--- src/hdl/tleb_pkg.sv ---
// Shared constants and codes for the terminal line edit buffer.
`timescale 1ns / 1ps

package tleb_pkg;

    localparam int DEPTH  = 256;
    localparam int ADDR_W = (DEPTH > 1) ? $clog2(DEPTH) : 1;
    localparam int CNT_W  = $clog2(DEPTH + 1);
    localparam int CHAR_W = 8;

    localparam logic [1:0] FN_CHAR  = 2'd0;
    localparam logic [1:0] FN_ENTER = 2'd1;
    localparam logic [1:0] FN_BACK  = 2'd2;
    localparam logic [1:0] FN_READ  = 2'd3;

    localparam logic [CHAR_W-1:0] CH_NEWLINE   = 8'h0A;
    localparam logic [CHAR_W-1:0] CH_BACKSPACE = 8'h08;

    localparam logic [ADDR_W-1:0] LAST_SLOT = ADDR_W'(DEPTH - 1);
    localparam logic [CNT_W-1:0]  FULL_CNT  = CNT_W'(DEPTH);

    function automatic logic [ADDR_W-1:0] next_slot(input logic [ADDR_W-1:0] i);
        return (i == LAST_SLOT) ? '0 : i + ADDR_W'(1);
    endfunction

    function automatic logic [ADDR_W-1:0] prev_slot(input logic [ADDR_W-1:0] i);
        return (i == '0) ? LAST_SLOT : i - ADDR_W'(1);
    endfunction

endpackage

--- src/hdl/tleb_ram.sv ---
// Generic single-port-write, single-port-read RAM with registered read data.
`timescale 1ns / 1ps

module tleb_ram #(
    parameter int WIDTH = 8,
    parameter int DEPTH = 256
) (
    input  logic                                     clk,
    input  logic                                     wr_en,
    input  logic [((DEPTH > 1) ? $clog2(DEPTH) : 1)-1:0] wr_addr,
    input  logic [WIDTH-1:0]                         wr_data,
    input  logic [((DEPTH > 1) ? $clog2(DEPTH) : 1)-1:0] rd_addr,
    output logic [WIDTH-1:0]                         rd_data
);

    logic [WIDTH-1:0] mem [DEPTH];
    logic [WIDTH-1:0] rd_data_reg;

    always_ff @(posedge clk)
    begin
        if (wr_en)
        begin
            mem[wr_addr] <= wr_data;
        end
        rd_data_reg <= mem[rd_addr];
    end

    assign rd_data = rd_data_reg;

endmodule

--- src/hdl/tty_line_edit_buffer.sv ---
// Terminal input ring buffer with echo, backspace editing and read requests.
`timescale 1ns / 1ps

// Each request is handled in two steps: the accept cycle issues a read of the
// character store (newest entry for backspace, oldest for a read request),
// and the look state then uses the registered RAM data, updates the indices and
// loads the result register. in_ready is low in the look state, so a new
// request is taken only once the previous one has left it.
// A request is still accepted while the previous result waits in the output
// register; it then holds in the look state until that result is taken.
// No clearing pass follows reset: only written entries are ever used.
module tty_line_edit_buffer
    import tleb_pkg::*;
(
    input  logic              clk,
    input  logic              rst_n,
    input  logic              in_valid,
    output logic              in_ready,
    input  logic [1:0]        func,
    input  logic [CHAR_W-1:0] char_code,
    output logic              out_valid,
    input  logic              out_ready,
    output logic              echo_valid,
    output logic [CHAR_W-1:0] echo_char,
    output logic              read_valid,
    output logic [CHAR_W-1:0] read_char,
    output logic              overflow,
    output logic [CNT_W-1:0]  unread_count
);

    localparam logic ST_IDLE = 1'b0;
    localparam logic ST_LOOK = 1'b1;

    logic              state_reg, state_next;
    logic [ADDR_W-1:0] wr_idx_reg, wr_idx_next;
    logic [ADDR_W-1:0] rd_idx_reg, rd_idx_next;
    logic [CNT_W-1:0]  total_reg, total_next;
    logic [1:0]        func_reg;
    logic [CHAR_W-1:0] code_reg;
    logic [ADDR_W-1:0] addr_reg;
    logic              out_valid_reg, out_valid_next;

    logic              echo_valid_reg, echo_valid_next;
    logic [CHAR_W-1:0] echo_char_reg, echo_char_next;
    logic              read_valid_reg, read_valid_next;
    logic [CHAR_W-1:0] read_char_reg, read_char_next;
    logic              overflow_reg, overflow_next;

    logic              accept;
    logic              finish;
    logic              slot_free;
    logic [ADDR_W-1:0] rd_addr;
    logic [ADDR_W-1:0] issue_addr;
    logic [CHAR_W-1:0] ram_q;
    logic              ram_we;
    logic [CHAR_W-1:0] ram_wdata;

    assign in_ready  = (state_reg == ST_IDLE);
    assign accept    = in_valid && in_ready;
    assign slot_free = !out_valid_reg || out_ready;
    assign finish    = (state_reg == ST_LOOK) && slot_free;

    // backspace looks at the newest entry, everything else at the oldest
    assign issue_addr = (func == FN_BACK) ? prev_slot(wr_idx_reg) : rd_idx_reg;
    assign rd_addr    = (state_reg == ST_IDLE) ? issue_addr : addr_reg;

    assign ram_we    = finish && (func_reg == FN_CHAR || func_reg == FN_ENTER)
                       && (total_reg != FULL_CNT);
    assign ram_wdata = (func_reg == FN_ENTER) ? CH_NEWLINE : code_reg;

    tleb_ram #(
        .WIDTH (CHAR_W),
        .DEPTH (DEPTH)
    ) u_store (
        .clk     (clk),
        .wr_en   (ram_we),
        .wr_addr (wr_idx_reg),
        .wr_data (ram_wdata),
        .rd_addr (rd_addr),
        .rd_data (ram_q)
    );

    always_comb
    begin
        state_next      = state_reg;
        wr_idx_next     = wr_idx_reg;
        rd_idx_next     = rd_idx_reg;
        total_next      = total_reg;
        out_valid_next  = out_valid_reg && !out_ready;
        echo_valid_next = echo_valid_reg;
        echo_char_next  = echo_char_reg;
        read_valid_next = read_valid_reg;
        read_char_next  = read_char_reg;
        overflow_next   = overflow_reg;

        unique case (state_reg)
            ST_IDLE:
            begin
                if (accept)
                begin
                    state_next = ST_LOOK;
                end
            end
            ST_LOOK:
            begin
                if (slot_free)
                begin
                    state_next      = ST_IDLE;
                    out_valid_next  = 1'b1;
                    echo_valid_next = 1'b0;
                    echo_char_next  = '0;
                    read_valid_next = 1'b0;
                    read_char_next  = '0;
                    overflow_next   = 1'b0;
                    unique case (func_reg)
                        FN_CHAR, FN_ENTER:
                        begin
                            if (total_reg == FULL_CNT)
                            begin
                                overflow_next = 1'b1;
                            end
                            else
                            begin
                                wr_idx_next     = next_slot(wr_idx_reg);
                                total_next      = total_reg + CNT_W'(1);
                                echo_valid_next = 1'b1;
                                echo_char_next  = ram_wdata;
                            end
                        end
                        FN_BACK:
                        begin
                            // a newline closes the line; it cannot be erased
                            if (total_reg != '0 && ram_q != CH_NEWLINE)
                            begin
                                wr_idx_next     = addr_reg;
                                total_next      = total_reg - CNT_W'(1);
                                echo_valid_next = 1'b1;
                                echo_char_next  = CH_BACKSPACE;
                            end
                        end
                        default:
                        begin
                            if (total_reg != '0)
                            begin
                                read_valid_next = 1'b1;
                                read_char_next  = ram_q;
                                rd_idx_next     = next_slot(rd_idx_reg);
                                total_next      = total_reg - CNT_W'(1);
                            end
                        end
                    endcase
                end
            end
            default:
            begin
                state_next = ST_IDLE;
            end
        endcase
    end

    always_ff @(posedge clk or negedge rst_n)
    begin
        if (!rst_n)
        begin
            state_reg     <= ST_IDLE;
            wr_idx_reg    <= '0;
            rd_idx_reg    <= '0;
            total_reg     <= '0;
            out_valid_reg <= 1'b0;
        end
        else
        begin
            state_reg     <= state_next;
            wr_idx_reg    <= wr_idx_next;
            rd_idx_reg    <= rd_idx_next;
            total_reg     <= total_next;
            out_valid_reg <= out_valid_next;
        end
    end

    always_ff @(posedge clk)
    begin
        if (accept)
        begin
            func_reg <= func;
            code_reg <= char_code;
            addr_reg <= issue_addr;
        end
        echo_valid_reg <= echo_valid_next;
        echo_char_reg  <= echo_char_next;
        read_valid_reg <= read_valid_next;
        read_char_reg  <= read_char_next;
        overflow_reg   <= overflow_next;
    end

    assign out_valid    = out_valid_reg;
    assign echo_valid   = echo_valid_reg;
    assign echo_char    = echo_char_reg;
    assign read_valid   = read_valid_reg;
    assign read_char    = read_char_reg;
    assign overflow     = overflow_reg;
    assign unread_count = total_reg;

endmodule

--- config.mk ---
export PLATFORM = sky130hd
export DESIGN_NAME = tty_line_edit_buffer
export DESIGN_NICKNAME = d
export VERILOG_FILES = /design/src/hdl/tleb_pkg.sv /design/src/hdl/tleb_ram.sv /design/src/hdl/tty_line_edit_buffer.sv
export SDC_FILE = /design/constraint.sdc
export NUM_CORES = 2
export LEC_CHECK = 0
export BUFFER_PORTS_ARGS = -buffer_cell sky130_fd_sc_hd__buf_2
export CAP_MARGIN = 25
export CORE_MARGIN = 2
export CORE_UTILIZATION = 35
export CTS_CLUSTER_SIZE = 20
export DETAILED_ROUTE_END_ITERATION = 10
export GPL_ROUTABILITY_DRIVEN = 0
export PLACE_DENSITY_LB_ADDON = 0.05
export SYNTH_ARGS = -nofsm -noshare
export SYNTH_HDL_FRONTEND = slang
export SYNTH_HIERARCHICAL = 1
export SYNTH_SLANG_ARGS = --single-unit
--- constraint.sdc ---
create_clock -name clk -period 10.7 [get_ports clk]
set_input_delay 1.07 -clock clk [delete_from_list [all_inputs] [get_ports clk]]
set_output_delay 1.07 -clock clk [all_outputs]
set_load 0.01 [all_outputs]
Word level (Yosys, flattened, before mapping)
Memory sizes are Yosys's and may differ from the RTL's. A register that Yosys moved wholly into a read port is not among the register bits.
Cells that the tools add are included.
- RAM bits: 2048
- output and inout bits: 30
- memories: 1
- input bits: 14
- bits in registers: 64
- logic and storage cells: 82
- memories (memory ; depth ; width ; read ports ; clocked after memory_dff ; wr ports ; RTL line ; RTL):
    u_store.mem ; 256 ; 8 ; 1 ; 1 ; 1 ; tleb_ram.sv:16 ; logic [WIDTH-1:0] mem [DEPTH];
- add/subtract/negate cells: 5
- bitwise operators: 3
- equal/unequal tests: 10
- multiplexer cells: 28
- reduce and logical (&&, ||, !) cells: 22
- operators with widths (kind ; number):
    8-bit two-way mux ; 9
    8-bit case mux with 2 select lines ; 2
    9-bit two-way mux ; 3
    9-bit case mux with 2 select lines ; 1
    8-bit by 1-bit adder with 8-bit output (second input constant) ; 2
    8-bit == test (second input constant) ; 2
    1-bit two-way mux ; 10
    5-bit AND reduction ; 2
    9-bit by 1-bit adder with 9-bit output (second input constant) ; 1
    9-bit == test (second input constant) ; 1
    9-bit != test (second input constant) ; 1
    9-bit nonzero test ; 1
    9-bit by 1-bit subtractor with 9-bit output (second input constant) ; 1
    8-bit zero test ; 1
    8-bit by 4-bit != test with 1-bit output (second input constant) ; 1
    8-bit by 1-bit subtractor with 8-bit output (second input constant) ; 1
    1-bit logical AND ; 6
    2-bit == test (second input constant) ; 2
    4-bit two-way mux ; 1
    2-bit != test (second input constant) ; 2
    1-bit case mux with 2 select lines ; 2
    4-bit AND reduction ; 1
    4-bit OR reduction ; 1
    1-bit inverter ; 3
    9 further kinds ; 11

Depth between registers and ports, before layout
- depth after elaboration: 7
- mapped depth: 16
- gate-level depth less buffers: 13

Modules after synthesis
Netlist, hierarchy kept.
- by module, submodules not included (module ; times used ; area each (µm²) ; cells each ; seq. area each (µm²)):
    tleb_ram ; 1 ; 79556.3 ; 3733 ; 61659.1
    tty_line_edit_buffer ; 1 ; 3460.8 ; 319 ; 1786.7

Least setup slack after synthesis
Ideal clock, no wire load.
- path type: flip-flop to flip-flop
- from: register func_reg[1]
- to: memory u_store.mem[0][0] (data pin)
- path slack: 2092 ps
- data arrival time: 7141 ps
- data required time: 9233 ps
- setup time: 1467 ps
- period minus slack after synthesis: 8608 ps
- buffers on the path: 0
- cell stages (with the launch flop): 4
- cells stage by stage: edfxtp_1 -> inv_1 -> ha_1 -> nor2b_1
- longest elaborated chain between the ends: 2
- ends and longest elaborated chain (what ; RTL line ; RTL):
    start, declared ; tty_line_edit_buffer.sv:38 ; logic [1:0] func_reg;
    start signal, assigned ; tty_line_edit_buffer.sv:185 ; func_reg <= func;
    2-bit by 1-bit == test with 1-bit output ; tty_line_edit_buffer.sv:69 ; assign ram_wdata = (func_reg == FN_ENTER) ? CH_NEWLINE : code_reg;
    8-bit two-way mux ; tty_line_edit_buffer.sv:69 ;
    named net ram_wdata[0] ; tty_line_edit_buffer.sv:56 ; logic [CHAR_W-1:0] ram_wdata;
    end, declared ; tleb_ram.sv:16 ;
The timed path passes the listed nets, and every way through them passes these cells.

Final worst setup path
- from: register wr_idx_reg[3]
- to: register u_store.rd_data_reg[3], in the netlist u_store/rd_data[3], read port of u_store.mem
- longest elaborated chain between the ends: 4
- elaborated cells on any way between the ends: 5
- those cells by class: add/sub (1); mux (3); reduce/logical (1)
- ends and longest elaborated chain (what ; RTL line ; RTL):
    start, declared ; tty_line_edit_buffer.sv:35 ; logic [ADDR_W-1:0] wr_idx_reg, wr_idx_next;
    start signal, assigned ; tty_line_edit_buffer.sv:174 ; wr_idx_reg <= wr_idx_next;
    8-bit zero test ; tleb_pkg.sv:27 ; return (i == '0) ? LAST_SLOT : i - ADDR_W'(1);
    8-bit two-way mux ; tleb_pkg.sv:27 ;
    8-bit two-way mux ; tty_line_edit_buffer.sv:64 ; assign issue_addr = (func == FN_BACK) ? prev_slot(wr_idx_reg) : rd_idx_reg;
    named net issue_addr[0] ; tty_line_edit_buffer.sv:53 ; logic [ADDR_W-1:0] issue_addr;
    8-bit two-way mux ; tty_line_edit_buffer.sv:65 ; assign rd_addr = (state_reg == ST_IDLE) ? issue_addr : addr_reg;
    named net rd_addr[0] ; tty_line_edit_buffer.sv:52 ; logic [ADDR_W-1:0] rd_addr;
    end, declared ; tleb_ram.sv:17 ; logic [WIDTH-1:0] rd_data_reg;
The timed path passes the listed nets, and every way through them passes these cells.
A chain may end at the register's enable or synchronous reset.

==> summary.txt <==
Run status
  – Status: finished, final reports clean

Yosys
  – Post-synth ARST share: 1.27%
  – Seq/Total Area, Yosys: 76.4%
  – Synth area leaders: edfxtp_1 (75%), mux4_2 (12%), mux2i_1 (1.6%)
  – Post-synth EDFFs: 2085
  – Cells after synthesis: roughly 4100
  – Prevailing post-synth register cell: edfxtp_1
  – Post-Synth XOR/XNOR Area: 0.190%
  – Distinct cells, synth: between 80 and 90
  – Synthesized flop and latch total: 2120
  – Yosys top cell area share: 75.4%
  – Mux cell area share after synthesis: around 14%
  – Post-synthesis compound-gate area fraction: 3.75%
  – Ys Warns: 6
  – Simple-Gate Fraction of Synth Area: 3.34%
  – Post-synth top area cell: edfxtp_1
  – Post-Syn Area: 0.0830 mm²
  – Syn Nets: 4082
  – Largest family of logic cells by synthesized area: multiplexers
  – Adder-Cell Fraction of Synth Area: less than 1%
  – Synthesized area per cell: 20.5 µm²

Timing
  – WHS: 0.262 ns
  – Tightest Pin Transition: 1.30 ns
  – Fmax achieved: 0.159 GHz
  – Period Utilization, post-route: roughly three fifths
  – Crit path time final: 6.30 ns
  – Setup ws final: 4.40 ns
  – Total negative setup slack: 0 ns
  – Final setup viols: 0
  – Worst clock skew: 0.0839 ns
  – Final slew viol count: 0
  – RSZ-0062 raised after global routing: no
  – Final Hold Vio Count: 0
  – Worst slew margin: 13.6%

Clock tree
  – Clock sink count: 2120
  – Hold-fix buffers at CTS: 0
  – CTS HTree Levels: 4
  – TritonCTS Buffers: 225
  – Post-CTS Setup Bufs: 0
  – TritonCTS clock tree: yes
  – Skew-Pair Late Insertion Delay: 0.88 ns
  – Clock slew at reported path FFs: around 0.06 ns
  – # resized after CTS: 0
  – Root Buffer: clkbuf_16
  – Max clock buf depth: 3

Worst setup path
  – CP peak stage delay: 0.77 ns
  – Most common cell on crit path: nor4_1
  – CP max FO: 54
  – Crit path required time: 11.42 ns
  – Crit-path cells: nor4_1 > a31oi_1 > a21oi_1 > mux2_8 > buf_4 > mux4_2 > a22o_1 > a221oi_1 > o32ai_1 > nor3_1 > nor4_1
  – Slowest-stage cell, CP: nor3_1
  – Critical path class: register to register
  – Startpoint Class: register
  – Worst EP arrival: 7.02 ns
  – Worst Setup End Kind: register

Drt
  – DR pass1 iterations: 6
  – Iter 0 DRT Violations: just under 4000
  – Final wirelength: approximately 240000 µm
  – DRC viols: 0
  – Routed Antenna Nets: 0
  – DR WL/cell: 31.7 µm
  – Vias/cell: between 5 and 6
  – Total number of vias: 41000

Layout
  – Final Instance Area: 0.0945 mm²
  – Nets: 4241
  – Finished Layout Cells: 7554
  – Area Overhead vs Synth: 13.8%
  – Largest Register: u_store/mem
  – Share of layout cells above drive strength 1: a little under a quarter
  – Final Util: approximately 40%
  – Max reg flops: 2048
  – Fill count: between 20000 and 25000

Run
  – MaxCap Viol Count: 0

Placed design
  – Placed Instances: 7123
  – Post-Place Cell Area: around 0.087 mm²
  – Detailed Place HPWL: between 100000 and 150000 µm
  – Setup WS pre-CTS: 3.88 ns
  – Number of I/O port buffers: 43

Global routing
  – Total global-route track usage: 19.7%
  – Total grt overflow: 0
  – Vias in the first global route: 41800
  – First-pass GRT wire length: 339000 µm
  – Initial antenna violation count: 16
  – Largest net degree at the start of global routing: between 200 and 250

Die
  – Initial Util: 35.2%
  – Die width: ~490 µm
  – Cell Rows: 178
  – Core area: roughly 0.24 mm²
  – Die area: 0.241 mm²
  – I/O Pins: 44
  – Die H: roughly 500 µm

Power and ir drop
  – IR drop worst, VDD: 0.000190 V
  – Leak Pwr: 29.2 nW
  – Power density cells: 270 mW/mm²
  – Power, Total: roughly 26 mW

Hold path
  – Class of the worst hold path: input port to asynchronous set/reset pin
path summary, 6_finish.rpt:
check | from | to | slack, ns | depth (start not counted)
hold / removal | rst_n | state_reg$_DFF_PN0_ | 0.26 | 1
setup reg to reg | wr_idx_reg[3]$_DFFE_PN0P_ | u_store/rd_data[3]$_DFF_P_ | 4.40 | 11
hold reg to reg | out_valid$_DFF_PN0_ | out_valid$_DFF_PN0_ | 0.53 | 2
min in group clk | char_code[1] | code_reg[1]$_DFFE_PP_ | 0.37 | 1
setup / recovery | wr_idx_reg[3]$_DFFE_PN0P_ | u_store/rd_data[3]$_DFF_P_ | 4.40 | 11
max in group asynchronous | rst_n | wr_idx_reg[6]$_DFFE_PN0P_ | 9.96 | 1
layer usage:
| layer | global-route usage [%] | part of all wire (%) |
|---|---|---|
| met1 | 29.0 | 46 |
| met2 | 31.2 | 47 |
| met3 | 2.77 | 4.4 |
| met4 | 4.31 | 2.0 |
| met5 | 0 | 0 |
layout by cell type (no fill, tap or decap), types with 14 or more instances in the layout:
cell,n
clkbuf_16,225
buf_4,99
o22ai_1,28
nand3_1,32
bufinv_16,18
a211oi_1,16
o221ai_1,46
nor2_1,307
mux4_2,454
nor4_1,23
clkbuf_1,61
edfxtp_1,2085
ha_1,15
o21ai_0,24
clkinv_2,45
nor2b_1,35
a22oi_1,134
clkinv_1,46
dfrtp_1,27
nor3_1,30
a21oi_1,114
and2_1,14
mux2i_1,135
buf_2,43
nand2_1,56
buf_6,14
kinds of logic (layout without fill, tap and decap cells):
group,count (synthesis),after routing
compound gates,444,444
buf+inv,259,609
other cells,0,2
flops,2120,2120
simple gates,593,593
fa+ha+maj,16,16
mux,602,602
xor+xnor,18,18
cell type report:
type	count	area, µm²	area share [%]
Multi-Input combinational cell	1673	18200	19.3
Inverter	15	56.3	0.0596
Antenna cell	2	5.00	0.00530
Clock buffer	292	5940	6.29
Tap cell	3150	3940	4.17
Clock inverter	126	1340	1.42
Timing Repair Buffer	176	1520	1.61
Sequential cell	2120	63400	67.1
worst max-delay path: cells and delay by family (launching register included):
| kind | cells | cell delay (ns) |
|---|---|---|
| muxes | 2 | 1.28 |
| buffers and inverters | 1 | 0.73 |
| DFF | 1 | 0.61 |
| AOI/OAI and AO/OA | 5 | 2.04 |
| and+or+nand+nor | 3 | 1.35 |
report_power, final:
part	internal, mW	switching (mW)
clock network	4.36	3.33
registers	9.65	0.166
logic	2.97	5.06
Yosys cell counts (all sizes together) (4+ instances only):
master,number
nand4,12
ha,15
o211ai,11
a2111oi,6
and2,16
a211oi,16
nor3,31
and3,5
nand2b,13
a221oi,16
o31ai,5
edfxtp,2085
a22o,8
nor4,32
a21oi,115
inv,14
mux2,11
xor2,6
dfxtp,8
mux4,456
o22ai,28
nor2,311
nor3b,4
a22oi,134
xnor2,12
a31oi,7
nor2b,45
buf,126
or2,11
dfrtp,27
mux2i,135
o221ai,47
o22a,5
nand3,41
clkbuf,118
o32ai,6
o21ai,26
nand2,56
No activity file was read; power rests on OpenSTA's default activity.
